## src/rtl/core/pitd_pkg.sv

```systemverilog
// ----------------------------------------------------------------------------
// pitd_pkg
// Shared types and codes of the priority interval task dispatcher: the input
// and result beat layouts, operation codes and result kinds.
// ----------------------------------------------------------------------------
`default_nettype none

package pitd_pkg;

    // Field widths fixed by the beat layouts
    localparam int OP_W    = 3;
    localparam int PRIO_W  = 2;
    localparam int IVL_W   = 32;
    localparam int SID_W   = 8;
    localparam int NOW_W   = 32;
    localparam int KIND_W  = 2;
    localparam int TNUM_W  = 5;
    localparam int COUNT_W = 5;

    // Operation codes
    localparam logic [OP_W-1:0] OP_REGISTER   = 3'd0;
    localparam logic [OP_W-1:0] OP_SET_ENABLE = 3'd1;
    localparam logic [OP_W-1:0] OP_RUN        = 3'd2;
    localparam logic [OP_W-1:0] OP_STOP_ALL   = 3'd3;
    localparam logic [OP_W-1:0] OP_RESUME_ALL = 3'd4;

    // Result kinds
    localparam logic [KIND_W-1:0] KIND_DONE    = 2'd0;
    localparam logic [KIND_W-1:0] KIND_DUE     = 2'd1;
    localparam logic [KIND_W-1:0] KIND_RUN_END = 2'd2;

    typedef struct packed {
        logic [OP_W-1:0]   op;
        logic [PRIO_W-1:0] task_priority;
        logic [IVL_W-1:0]  interval;
        logic [SID_W-1:0]  slot_id;
        logic              enable_value;
        logic [NOW_W-1:0]  now_ms;
    } t_in_beat;

    typedef struct packed {
        logic [KIND_W-1:0]  result_kind;
        logic [TNUM_W-1:0]  task_number;
        logic [COUNT_W-1:0] registered_count;
        logic [COUNT_W-1:0] enabled_count;
        logic               last_result;
    } t_out_beat;

endpackage

`default_nettype wire

```

## src/rtl/core/pitd_ram.sv

```systemverilog
// ----------------------------------------------------------------------------
// pitd_ram
// Generic single-write, single-read RAM with a registered read port.
// ----------------------------------------------------------------------------
`default_nettype none

module pitd_ram #(
    parameter int WIDTH = 32,
    parameter int DEPTH = 16
) (
    input  wire logic                                  i_clk,
    input  wire logic                                  i_we,
    input  wire logic [(DEPTH > 1 ? $clog2(DEPTH) : 1)-1:0] i_waddr,
    input  wire logic [WIDTH-1:0]                      i_wdata,
    input  wire logic [(DEPTH > 1 ? $clog2(DEPTH) : 1)-1:0] i_raddr,
    output logic      [WIDTH-1:0]                      o_rdata
);

    logic [WIDTH-1:0] r_mem [DEPTH];

    // write port and registered read port
    always_ff @(posedge i_clk) begin
        if (i_we) begin
            r_mem[i_waddr] <= i_wdata;
        end
        o_rdata <= r_mem[i_raddr];
    end

endmodule

`default_nettype wire

```

## src/rtl/core/pitd_due_unit.sv

```systemverilog
// ----------------------------------------------------------------------------
// pitd_due_unit
// Shared due check: one modular subtract and one magnitude compare, reused for every
// slot the run sequence visits.
// ----------------------------------------------------------------------------
`default_nettype none

module pitd_due_unit #(
    parameter int TIME_BITS = 32
) (
    input  wire logic [TIME_BITS-1:0] i_interval,
    input  wire logic [TIME_BITS-1:0] i_last_run,
    input  wire logic [TIME_BITS-1:0] i_now,
    output logic                      o_due,
    output logic                      o_stamp
);

    logic [TIME_BITS-1:0] w_elapsed;
    logic                 w_ivl_zero;

    // elapsed time wraps modulo 2^TIME_BITS
    assign w_elapsed  = i_now - i_last_run;
    assign w_ivl_zero = (i_interval == '0);

    assign o_due   = w_ivl_zero || (i_last_run == '0) || (w_elapsed >= i_interval);
    // every-run tasks keep their last-run time
    assign o_stamp = !w_ivl_zero;

endmodule

`default_nettype wire

```

## src/rtl/core/priority_interval_task_dispatcher_top.sv

```systemverilog
// ----------------------------------------------------------------------------
// priority_interval_task_dispatcher_top
// Task slot table with register, enable, stop/resume and run operations. A run
// scans levels from the top down to 1 and slots in order, one due check at a
// time, and emits one beat per due task plus a closing beat.
// ----------------------------------------------------------------------------
//
//  channel  | valid       | stall       | payload
//  ---------+-------------+-------------+--------------------------
//  input    | i_in_valid  | o_in_stall  | i_in_data  (t_in_beat)
//  result   | o_out_valid | i_out_stall | o_out_data (t_out_beat)
//
//  Register: walks past occupied slots to the first free one, then replies;
//  on a full table it replies at once. Other non-run ops: execute, then reply.
//  Run: idle slots are skipped, live slots are read and then checked, over
//  levels PRIORITY_LEVELS-1 down to 1, then a closing beat is sent.
//  Reset clears the slot flags and counts; no clearing pass is needed.
//  A stalled result holds the scan in place until the beat is taken.
//
`default_nettype none

module priority_interval_task_dispatcher_top
    import pitd_pkg::*;
#(
    parameter int NUM_SLOTS       = 16,
    parameter int PRIORITY_LEVELS = 4,
    parameter int TIME_BITS       = 32
) (
    input  wire logic      i_clk,
    input  wire logic      i_rst_n,
    input  wire logic      i_in_valid,
    output logic           o_in_stall,
    input  wire t_in_beat  i_in_data,
    output logic           o_out_valid,
    input  wire logic      i_out_stall,
    output t_out_beat      o_out_data
);

    localparam int IDX_W = (NUM_SLOTS > 1) ? $clog2(NUM_SLOTS) : 1;
    localparam int CNT_W = $clog2(NUM_SLOTS + 1);
    localparam int LVL_W = $clog2(PRIORITY_LEVELS);
    localparam int CMP_W = (LVL_W > PRIO_W) ? LVL_W : PRIO_W;
    localparam int CFG_W = PRIO_W + TIME_BITS;

    localparam logic [2:0] S_IDLE     = 3'd0;
    localparam logic [2:0] S_REG_SCAN = 3'd1;
    localparam logic [2:0] S_EXEC     = 3'd2;
    localparam logic [2:0] S_DONE     = 3'd3;
    localparam logic [2:0] S_RUN_ADDR = 3'd4;
    localparam logic [2:0] S_RUN_CHK  = 3'd5;
    localparam logic [2:0] S_END      = 3'd6;

    logic [2:0]           r_state,    n_state;
    t_in_beat             r_item,     n_item;
    logic [IDX_W-1:0]     r_idx,      n_idx;
    logic [LVL_W-1:0]     r_lvl,      n_lvl;
    logic [NUM_SLOTS-1:0] r_used,     n_used;
    logic [NUM_SLOTS-1:0] r_en,       n_en;
    logic [CNT_W-1:0]     r_used_cnt, n_used_cnt;
    logic [CNT_W-1:0]     r_en_cnt,   n_en_cnt;
    logic [TNUM_W-1:0]    r_num,      n_num;
    logic                 r_out_valid;
    t_out_beat            r_out_data;

    logic                 w_out_free;
    logic                 w_emit;
    t_out_beat            w_emit_beat;
    logic                 w_advance;
    logic                 w_cfg_we;
    logic                 w_last_we;
    logic [CFG_W-1:0]     w_cfg_wdata;
    logic [CFG_W-1:0]     w_cfg_rdata;
    logic [TIME_BITS-1:0] w_last_wdata;
    logic [TIME_BITS-1:0] w_last_rdata;
    logic [TIME_BITS-1:0] w_ivl_in;
    logic [TIME_BITS-1:0] w_now;
    logic [PRIO_W-1:0]    w_slot_prio;
    logic [TIME_BITS-1:0] w_slot_ivl;
    logic                 w_prio_hit;
    logic                 w_due;
    logic                 w_stamp;
    logic                 w_sid_ok;
    logic [IDX_W-1:0]     w_sid_idx;

    // times and intervals are kept at TIME_BITS
    assign w_ivl_in    = TIME_BITS'(r_item.interval);
    assign w_now       = TIME_BITS'(r_item.now_ms);
    assign w_cfg_wdata = {r_item.task_priority, w_ivl_in};
    assign w_slot_prio = w_cfg_rdata[CFG_W-1 -: PRIO_W];
    assign w_slot_ivl  = w_cfg_rdata[TIME_BITS-1:0];
    assign w_prio_hit  = (CMP_W'(w_slot_prio) == CMP_W'(r_lvl));

    // set-enable slot id is the slot number plus one
    assign w_sid_ok  = (r_item.slot_id != '0) && (int'(r_item.slot_id) <= NUM_SLOTS);
    assign w_sid_idx = IDX_W'(r_item.slot_id - SID_W'(1));

    assign w_out_free = !r_out_valid || !i_out_stall;

    // slot priority and interval
    pitd_ram #(
        .WIDTH (CFG_W),
        .DEPTH (NUM_SLOTS)
    ) u_cfg_ram (
        .i_clk   (i_clk),
        .i_we    (w_cfg_we),
        .i_waddr (r_idx),
        .i_wdata (w_cfg_wdata),
        .i_raddr (r_idx),
        .o_rdata (w_cfg_rdata)
    );

    // slot last-run time
    pitd_ram #(
        .WIDTH (TIME_BITS),
        .DEPTH (NUM_SLOTS)
    ) u_last_ram (
        .i_clk   (i_clk),
        .i_we    (w_last_we),
        .i_waddr (r_idx),
        .i_wdata (w_last_wdata),
        .i_raddr (r_idx),
        .o_rdata (w_last_rdata)
    );

    pitd_due_unit #(
        .TIME_BITS (TIME_BITS)
    ) u_due (
        .i_interval (w_slot_ivl),
        .i_last_run (w_last_rdata),
        .i_now      (w_now),
        .o_due      (w_due),
        .o_stamp    (w_stamp)
    );

    // sequencer
    always_comb begin
        n_state      = r_state;
        n_item       = r_item;
        n_idx        = r_idx;
        n_lvl        = r_lvl;
        n_used       = r_used;
        n_en         = r_en;
        n_used_cnt   = r_used_cnt;
        n_en_cnt     = r_en_cnt;
        n_num        = r_num;
        w_emit       = 1'b0;
        w_advance    = 1'b0;
        w_cfg_we     = 1'b0;
        w_last_we    = 1'b0;
        w_last_wdata = '0;
        w_emit_beat.result_kind      = KIND_DONE;
        w_emit_beat.task_number      = '0;
        w_emit_beat.registered_count = COUNT_W'(r_used_cnt);
        w_emit_beat.enabled_count    = COUNT_W'(r_en_cnt);
        w_emit_beat.last_result      = 1'b1;

        case (r_state)
            S_IDLE: begin
                if (i_in_valid) begin
                    n_item = i_in_data;
                    n_idx  = '0;
                    n_lvl  = LVL_W'(PRIORITY_LEVELS - 1);
                    n_num  = '0;
                    case (i_in_data.op)
                        OP_REGISTER: begin
                            n_state = (r_used_cnt < CNT_W'(NUM_SLOTS)) ? S_REG_SCAN : S_DONE;
                        end
                        OP_RUN:  n_state = S_RUN_ADDR;
                        default: n_state = S_EXEC;
                    endcase
                end
            end

            // walk to the first free slot; one exists when this state is entered
            S_REG_SCAN: begin
                if (!r_used[r_idx]) begin
                    n_used[r_idx] = 1'b1;
                    n_en[r_idx]   = 1'b1;
                    w_cfg_we      = 1'b1;
                    w_last_we     = 1'b1;
                    n_used_cnt    = r_used_cnt + 1'b1;
                    n_en_cnt      = r_en_cnt + 1'b1;
                    n_num         = TNUM_W'({1'b0, r_idx} + (IDX_W + 1)'(1));
                    n_state       = S_DONE;
                end else begin
                    n_idx = r_idx + 1'b1;
                end
            end

            S_EXEC: begin
                case (r_item.op)
                    OP_SET_ENABLE: begin
                        if (w_sid_ok && r_used[w_sid_idx]) begin
                            n_en[w_sid_idx] = r_item.enable_value;
                            if (r_item.enable_value && !r_en[w_sid_idx]) begin
                                n_en_cnt = r_en_cnt + 1'b1;
                            end else if (!r_item.enable_value && r_en[w_sid_idx]) begin
                                n_en_cnt = r_en_cnt - 1'b1;
                            end
                        end
                    end
                    OP_STOP_ALL: begin
                        n_en     = r_en & ~r_used;
                        n_en_cnt = '0;
                    end
                    OP_RESUME_ALL: begin
                        n_en     = r_en | r_used;
                        n_en_cnt = r_used_cnt;
                    end
                    default: ;
                endcase
                n_state = S_DONE;
            end

            S_DONE: begin
                if (w_out_free) begin
                    w_emit                  = 1'b1;
                    w_emit_beat.task_number = r_num;
                    n_state                 = S_IDLE;
                end
            end

            // RAM read of r_idx happens here; only live slots go on to the check
            S_RUN_ADDR: begin
                if (r_used[r_idx] && r_en[r_idx]) begin
                    n_state = S_RUN_CHK;
                end else begin
                    w_advance = 1'b1;
                end
            end

            S_RUN_CHK: begin
                if (w_prio_hit && w_due) begin
                    if (w_out_free) begin
                        w_emit                  = 1'b1;
                        w_emit_beat.result_kind = KIND_DUE;
                        w_emit_beat.task_number =
                            TNUM_W'({1'b0, r_idx} + (IDX_W + 1)'(1));
                        w_emit_beat.last_result = 1'b0;
                        w_last_we               = w_stamp;
                        w_last_wdata            = w_now;
                        w_advance               = 1'b1;
                    end
                end else begin
                    w_advance = 1'b1;
                end
            end

            S_END: begin
                if (w_out_free) begin
                    w_emit                  = 1'b1;
                    w_emit_beat.result_kind = KIND_RUN_END;
                    n_state                 = S_IDLE;
                end
            end

            default: n_state = S_IDLE;
        endcase

        // next slot, wrapping to the next lower level
        if (w_advance) begin
            if (r_idx == IDX_W'(NUM_SLOTS - 1)) begin
                n_idx = '0;
                if (r_lvl == LVL_W'(1)) begin
                    n_state = S_END;
                end else begin
                    n_lvl   = r_lvl - 1'b1;
                    n_state = S_RUN_ADDR;
                end
            end else begin
                n_idx   = r_idx + 1'b1;
                n_state = S_RUN_ADDR;
            end
        end
    end

    // control state
    always_ff @(posedge i_clk) begin
        if (!i_rst_n) begin
            r_state     <= S_IDLE;
            r_used      <= '0;
            r_en        <= '0;
            r_used_cnt  <= '0;
            r_en_cnt    <= '0;
            r_out_valid <= 1'b0;
        end else begin
            r_state    <= n_state;
            r_used     <= n_used;
            r_en       <= n_en;
            r_used_cnt <= n_used_cnt;
            r_en_cnt   <= n_en_cnt;
            if (w_emit) begin
                r_out_valid <= 1'b1;
            end else if (!i_out_stall) begin
                r_out_valid <= 1'b0;
            end
        end
    end

    // payload registers
    always_ff @(posedge i_clk) begin
        r_item <= n_item;
        r_idx  <= n_idx;
        r_lvl  <= n_lvl;
        r_num  <= n_num;
        if (w_emit) begin
            r_out_data <= w_emit_beat;
        end
    end

    assign o_in_stall  = (r_state != S_IDLE);
    assign o_out_valid = r_out_valid;
    assign o_out_data  = r_out_data;

endmodule

`default_nettype wire
```

## config.mk

```make
export PLATFORM = sky130hd
export DESIGN_NAME = priority_interval_task_dispatcher_top
export DESIGN_NICKNAME = d
export VERILOG_FILES = /design/src/rtl/core/pitd_pkg.sv /design/src/rtl/core/pitd_ram.sv /design/src/rtl/core/pitd_due_unit.sv /design/src/rtl/core/priority_interval_task_dispatcher_top.sv
export SDC_FILE = /design/constraint.sdc
export NUM_CORES = 1
export LEC_CHECK = 0
export BUFFER_PORTS_ARGS = -buffer_cell sky130_fd_sc_hd__buf_4
export CORE_MARGIN = 2
export CORE_UTILIZATION = 60
export DETAILED_ROUTE_END_ITERATION = 7
export HOLD_SLACK_MARGIN = 0.06
export PLACE_DENSITY_LB_ADDON = 0.1
export RECOVER_POWER = 25
export SETUP_SLACK_MARGIN = 0.3
export SYNTH_ARGS = -nofsm -noshare
export SYNTH_HDL_FRONTEND = slang
export SYNTH_SLANG_ARGS = --single-unit
export TNS_END_PERCENT = 30
```

## constraint.sdc

```tcl
create_clock -name i_clk -period 7.62 [get_ports i_clk]
set_input_delay 0.381 -clock i_clk [delete_from_list [all_inputs] [get_ports i_clk]]
set_output_delay 0.381 -clock i_clk [all_outputs]
set_load 0.01 [all_outputs]
```

### Yosys cells after proc, flatten, opt, wreduce, memory -nomap -nowiden

Memory sizes are Yosys's and may differ from the RTL's. A register that Yosys moved wholly into a read port is not among the register bits.
Index checks and enable logic that the tools add are counted.

| cells by class | value |
|---|---|
| add/sub/neg operators | 8 |
| magnitude comparators | 7 |
| eq/ne operators | 25 |
| muxes and demuxes | 73 |
| bitwise operators | 6 |
| reduce and logical (&&, ||, !) cells | 34 |

Operators by type and width:

| kind | count |
|---|---|
| two-way mux 32 bit | 3 |
| logical NOT 32 bit | 2 |
| bitwise OR 16 bit | 3 |
| one-hot mux 16 bit (3 select lines) | 1 |
| two-way mux 5 bit | 7 |
| greater-or-equal comparator 32 bit | 1 |
| two-way mux 16 bit | 2 |
| one-hot mux 16 bit (2 select lines) | 1 |
| subtractor 32 bit | 1 |
| one-hot mux 5 bit (2 select lines) | 3 |
| two-way mux 1 bit | 21 |
| two-way mux 3 bit | 6 |
| one-hot mux 3 bit (6 select lines) | 1 |
| bitwise AND 16 bit | 1 |
| binary-select mux 1 bit (select 4 bit) | 4 |
| bitwise mux 16 bit | 1 |
| two-way mux 2 bit | 8 |
| two-way mux 4 bit | 4 |
| inverter 16 bit | 1 |
| inequality test 3 bit (second input constant) | 5 |
| one-hot mux 5 bit (3 select lines) | 1 |
| equality test 3 x 2 -> 1 bit (second input constant) | 4 |
| equality test 3 bit (second input constant) | 4 |
| two-way mux 6 bit | 2 |
| 37 further kinds | 66 |

| storage, ports and cells | value |
|---|---|
| bits in registers | 153 |
| bits in writable memories | 1056 |
| input bits | 82 |
| output and inout port bits | 20 |
| memories | 2 |

Memory list:

| name | words | width | read ports | clocked after Yosys merged registers in | write ports | RTL line | text |
|---|---|---|---|---|---|---|---|
| u_cfg_ram.r_mem | 16 | 34 | 1 | 1 | 1 | pitd_ram.sv:19 | `logic [WIDTH-1:0] r_mem [DEPTH];` |
| u_last_ram.r_mem | 16 | 32 | 1 | 1 | 1 | pitd_ram.sv:19 |  |

### Longest topological paths before layout

| depth | value |
|---|---|
| depth in word-level cells | 9 |
| mapped depth | 24 |

### By module

A second synthesis with hierarchy kept.

| second synthesis, totals | value |
|---|---|
| cell total of the unflattened synthesis | 2793 |
| area, all modules | 51195.4 um^2 |

Modules (own cells, without submodules):

| module | times used | cells each | area an instance (um^2) | sequential area each (um^2) |
|---|---|---|---|---|
| pitd_ram (u_cfg_ram) | 1 | 888 | 21076.5 | 17016.3 |
| pitd_ram (u_last_ram) | 1 | 838 | 19835.3 | 16015.4 |
| priority_interval_task_dispatcher_top | 1 | 658 | 7374.6 | 4113.9 |
| pitd_due_unit | 1 | 409 | 2909.0 | 0.0 |

### Worst setup path after synthesis

Ideal clock, no wire load.

| timing | value |
|---|---|
| kind | register -> register |
| from | register r_item (netlist bit w_now[12]) |
| to | memory u_last_ram.r_mem[6][0], in the netlist u_last_ram.r_mem[3][0], enable pin |
| library setup time | 421 ps |
| arrival | 6117 ps |
| required time | 7199 ps |
| setup slack | 1082 ps |
| stages on the path, launching flop included | 22 |
| buffers on the path | 2 |
| period minus slack after synthesis | 6538 ps |
| cell sequence | edfxtp_1 -> ha_1 -> clkbuf_1 -> a21oi_1 -> o211ai_1 -> a2111oi_0 -> a211oi_1 -> nor4_1 -> nor2_1 -> a21oi_1 -> mux2i_1 -> nand4_1 -> ha_1 -> nand4_1 -> or2_2 -> nor3_1 -> and3_1 -> a221oi_1 -> nor3_1 -> a21oi_1 -> clkbuf_1 -> nor2_1 |

| between the ends | value |
|---|---|
| cells in the longest elaborated chain, start to end | 8 |

RTL lines:

| item | RTL line | text |
|---|---|---|
| start, declared | priority_interval_task_dispatcher_top.sv:54 | `t_in_beat r_item, n_item;` |
| start signal, assigned | priority_interval_task_dispatcher_top.sv:302 | `r_item <= n_item;` |
| subtractor 32 bit | pitd_due_unit.sv:22 | `assign w_elapsed = i_now - i_last_run;` |
| greater-or-equal comparator 32 bit | pitd_due_unit.sv:25 | `assign o_due = w_ivl_zero \|\| (i_last_run == '0) \|\| (w_elapsed >= i_interval);` |
| logical OR 1 bit | pitd_due_unit.sv:25 |  |
| logical AND 1 bit | priority_interval_task_dispatcher_top.sv:233 | `if (w_prio_hit && w_due) begin` |
| two-way mux 1 bit | priority_interval_task_dispatcher_top.sv:233 |  |
| one-hot mux 1 bit (2 select lines) | priority_interval_task_dispatcher_top.sv:157 | `case (r_state)` |
| two-way mux 1 bit | pitd_ram.sv:23 | `if (i_we) begin` |
| two-way mux 1 bit (implied by the code) | pitd_ram.sv:24 | `r_mem[i_waddr] <= i_wdata;` |
| end, declared | pitd_ram.sv:19 |  |

Every way passes these cells.

### Final worst setup path

| timing | value |
|---|---|
| from | register r_item (netlist bit w_now[6]) |
| to | memory u_last_ram.r_mem[14][0], in the netlist u_last_ram.r_mem[7][0], data pin |

| between the ends | value |
|---|---|
| cells in the longest elaborated chain, start to end | 6 |

RTL lines:

| item | RTL line | text |
|---|---|---|
| subtractor 32 bit | pitd_due_unit.sv:22 |  |
| greater-or-equal comparator 32 bit | pitd_due_unit.sv:25 |  |
| logical OR 1 bit | pitd_due_unit.sv:25 |  |
| logical AND 1 bit | priority_interval_task_dispatcher_top.sv:233 |  |
| two-way mux 32 bit | priority_interval_task_dispatcher_top.sv:233 |  |
| two-way mux 32 bit | priority_interval_task_dispatcher_top.sv:157 |  |
| net u_last_ram.i_wdata[0] | pitd_ram.sv:14 | `input wire logic [WIDTH-1:0] i_wdata,` |

The timed path passes the listed nets, and every way through them passes these cells.

==> run_results.csv <==
group,metric,value,unit
outcome,status,"finished, final reports clean",
grt,grt_max_degree,152,
setup_path,crit_chain,"ha_1 -> a2111oi_0 -> a21o_1 -> a211oi_1 -> nor4_1 -> nor2_1 -> a21oi_1 -> mux2i_1 -> nand4_1 -> ha_1 -> nand4_1 -> or2_2 -> nor3_1 -> and3_1 -> a221oi_1 -> nor3_2 -> buf_4 -> inv_1 -> nor2_1",
place,gp_congestion,0.8887,
place,dp_hpwl,67170,um
grt,grt_util_all_layers,0.2717,
setup_path,critical_path_class,"flop to flop",
clock_network,hold_buffers,78,
sta,fmax,153.4,MHz
floorplan,ios,102,
power,peakVddDrop,0.2092,mV
detailed_routing,vias,25710,
power,p_per_area,317.7,mW/mm^2
setup_path,cp.required,7.95,ns
detailed_routing,dr.pass1.iters,7,
sta,setup_viol,0,
logic_synthesis,yosys_warnings,0,
place,port-buffer-count,101,
logic_synthesis,synth_area_per_cell,19.61,um^2
grt,grt_pass1_vias,25620,
setup_path,slowest_delay,0.82,ns
logic_synthesis,ys.flop_type,"edfxtp_1",
finish,final-seq-area,0.03715,mm^2
place,placed_area,0.05286,mm^2
setup_path,start_kind,"flop",
sta,hold_viol_final,0,
floorplan,dieWidth,294.6,um
clock_network,post_cts_buffers,0,
logic_synthesis,synth_top_area_share,0.6883,
sta,setup-tns-final,0,ns
logic_synthesis,syn_area,0.05065,mm^2
floorplan,coreArea,0.08356,mm^2
finish,layoutNonFillerInstCount,3989,
clock_network,clkLatencyLatePin,0.71,ns
floorplan,dieArea,0.08676,mm^2
floorplan,fp-row-count,106,
setup_path,crit_path_top_delay_cell,"a2111oi_0",
place,place_inst,3682,
logic_synthesis,yosys.cell_types.count,63,
detailed_routing,vias_per_cell,6.445,
sta,slew_headroom,0.2088,
finish,multi_input_area,0.01299,mm^2
finish,nFillCells,5231,
sta,final.min_clock_period,6.519,ns
grt,grt_antenna_before_repair,5,
floorplan,die_y,294.6,um
logic_synthesis,syn_inst,2583,
clock_network,cts_tree,"done",
clock_network,root_buffer,"clkbuf_16",
grt,grt_overflow,0,
setup_path,cp.arrival,6.85,ns
sta,finalCritPeriodShare,0.8556,
clock_network,clock_sinks,1275,
power,p_total,0.01831,W
sta,clock_skew,0.03854,ns
setup_path,critPathCaptureType,"flop",
logic_synthesis,synth_area_leaders,"edfxtp_1 69%, mux4_2 16%, dfxtp_1 4.5%",
clock_network,cts.clk_slew.worst_paths,0.07,ns
logic_synthesis,synth_top_area_cell,"edfxtp_1",
clock_network,clockBufferDepth,3,
detailed_routing,wirelength,115100,um
detailed_routing,post-route-drc-count,0,
logic_synthesis,yosys_register_bits,1275,
detailed_routing,drtAntennaViolNets,0,
finish,final_nets,2962,
min_path,hold_path_class,"input port to flop",
setup_path,crit_fanout,33,
grt,grt_pass1_wl,171100,um
sta,slew_viol_final,0,
sta,rsz0062_at_grt,"false",
clock_network,cts_buffers,120,
finish,final_util,0.6897,
detailed_routing,wire_per_inst,28.85,um
finish,area_growth,13.77,%
finish,diodes,0,
clock_network,post_cts_resized,0,
finish,postLayoutCellArea,0.05763,mm^2
logic_synthesis,synth-edff-count,1161,
logic_synthesis,syn-num-nets,2743,
detailed_routing,drt_iter0_markers,2922,
logic_synthesis,synth-async-reset-ratio,0,
clock_network,htreeDepth,3,
logic_synthesis,yosysSeqAreaShare,0.7334,
power,leakagePower,20.07,nW
floorplan,start_util,0.6062,
finish,drive_above_1_share,0.2369,
job,maxCapViolCount,0,
sta,tightestPinTransition,1.184,ns
kinds of logic (layout without fill, tap and decap cells):
family / after synthesis / count (layout) / share of synthesized area
adder cells (fa/ha/maj): 78 / 78 / 0.01942
AO/OA/AOI/OAI: 226 / 226 / 0.03014
AND/OR/NAND/NOR: 393 / 393 / 0.03587
flip-flops: 1275 / 1275 / 0.7334
XOR/XNOR: 37 / 37 / 0.006398
multiplexers: 370 / 370 / 0.1594
buffers and inverters: 204 / 530 / 0.01546
per-stage QoR:
stage,hold WS (ns),setup slack [ns]
4_1_cts,0.07143,1.071
3_3_place_gp,0.4867,1.175
5_1_grt,0.08207,0.5633
3_5_place_dp,0.5209,1.098
2_1_floorplan,0.4064,1.082
6_report,0.1056,1.101
critical path, delay by kind of cell, from the launching register on:
kind | cells | cell delay (ns)
simple gates | 9 | 2.63
fa+ha+maj | 2 | 0.72
compound gates | 5 | 1.65
flops | 1 | 0.40
buf+inv | 2 | 0.57
mux | 1 | 0.21
registers in the layout (all words and copies together), names as in the netlist, 2 cells and up:
signal,flops
u_cfg_ram.r_mem,544
u_last_ram.r_mem,512
u_cfg_ram.o_rdata,34
u_last_ram.o_rdata,32
w_ivl_in,32
w_now,32
o_out_data,18
r_en,16
r_used,16
r_item,14
r_en_cnt,5
r_num,5
r_used_cnt,5
r_idx,4
r_state,3
r_lvl,2
cell usage in the layout, fill, tap and decap left out, drive strengths merged, types with 4 or more instances in the layout:
cell type and n:
edfxtp 1161, mux4 349, clkbuf 232, nor2 161, dfxtp 114, inv 92, nand2 84, a21oi 82
dlygate4sd3 78, ha 77, buf 56, clkinv 50, and2 38, o21ai 31, xnor2 23, a21o 22
nor3 21, mux2i 20, nor4 20, a221oi 19, o221a 19, nand3 18, nand4 16, bufinv 16
xor2 14, nor2b 10, nand2b 8, a31oi 8, o21a 6, clkinvlp 6, or2 6, a211oi 4
and3 4, o31ai 4, o211ai 4, o21bai 4
area by class of cell:
| type | instances | area share |
|---|---|---|
| flip-flops and latches | 1275 | 0.6446 |
| multi-input cells | 1104 | 0.2254 |
| clock buffers | 154 | 0.05665 |
| repair buffers | 212 | 0.02918 |
| well taps | 1080 | 0.02345 |
| clock inverters | 75 | 0.01492 |
| inverters | 89 | 0.005862 |
metal layers:
layer | track usage | part of all wire
met5 | 0 | 0.00023
met4 | 0.05836 | 0.018
met3 | 0.03982 | 0.069
met2 | 0.4378 | 0.50
met1 | 0.4034 | 0.42
synthesized netlist by cell type (all sizes together) (3+ instances only):
master and number:
edfxtp 1161, mux4 349, nor2 161, dfxtp 114, inv 88, nand2 84, clkbuf 83, a21oi 82
ha 77, and2 38, buf 32, o21ai 31, xnor2 23, a21o 22, nor3 21, mux2i 20
nor4 20, a221oi 19, o221a 19, nand3 18, nand4 16, xor2 14, nor2b 10, a31oi 8
nand2b 8, o21a 6, or2 6, a211oi 4, and3 4, o211ai 4, o21bai 4, o31ai 4
a2111oi 3, a21boi 3
worst paths after layout:
kind              startpoint                      to  slack (ns)  depth (start not counted)
hold / removal       i_rst_n              r_state[2]        0.11                          3
setup reg to reg    w_now[6]  u_last_ram.r_mem[7][0]        1.10                         19
setup / recovery    w_now[6]  u_last_ram.r_mem[7][0]        1.10                         19
hold reg to reg   r_used[10]              r_used[10]        0.53                          2
report_power, final:
| group | switching (W) | internal, W | total [W] |
|---|---|---|---|
| Sequential | 0.000368 | 0.00811 | 0.00848 |
| Combinational | 0.00207 | 0.00161 | 0.00368 |
| Clock | 0.00257 | 0.00358 | 0.00614 |
| Total | 0.00500 | 0.0133 | 0.0183 |
(Power assumes the default switching activity.)
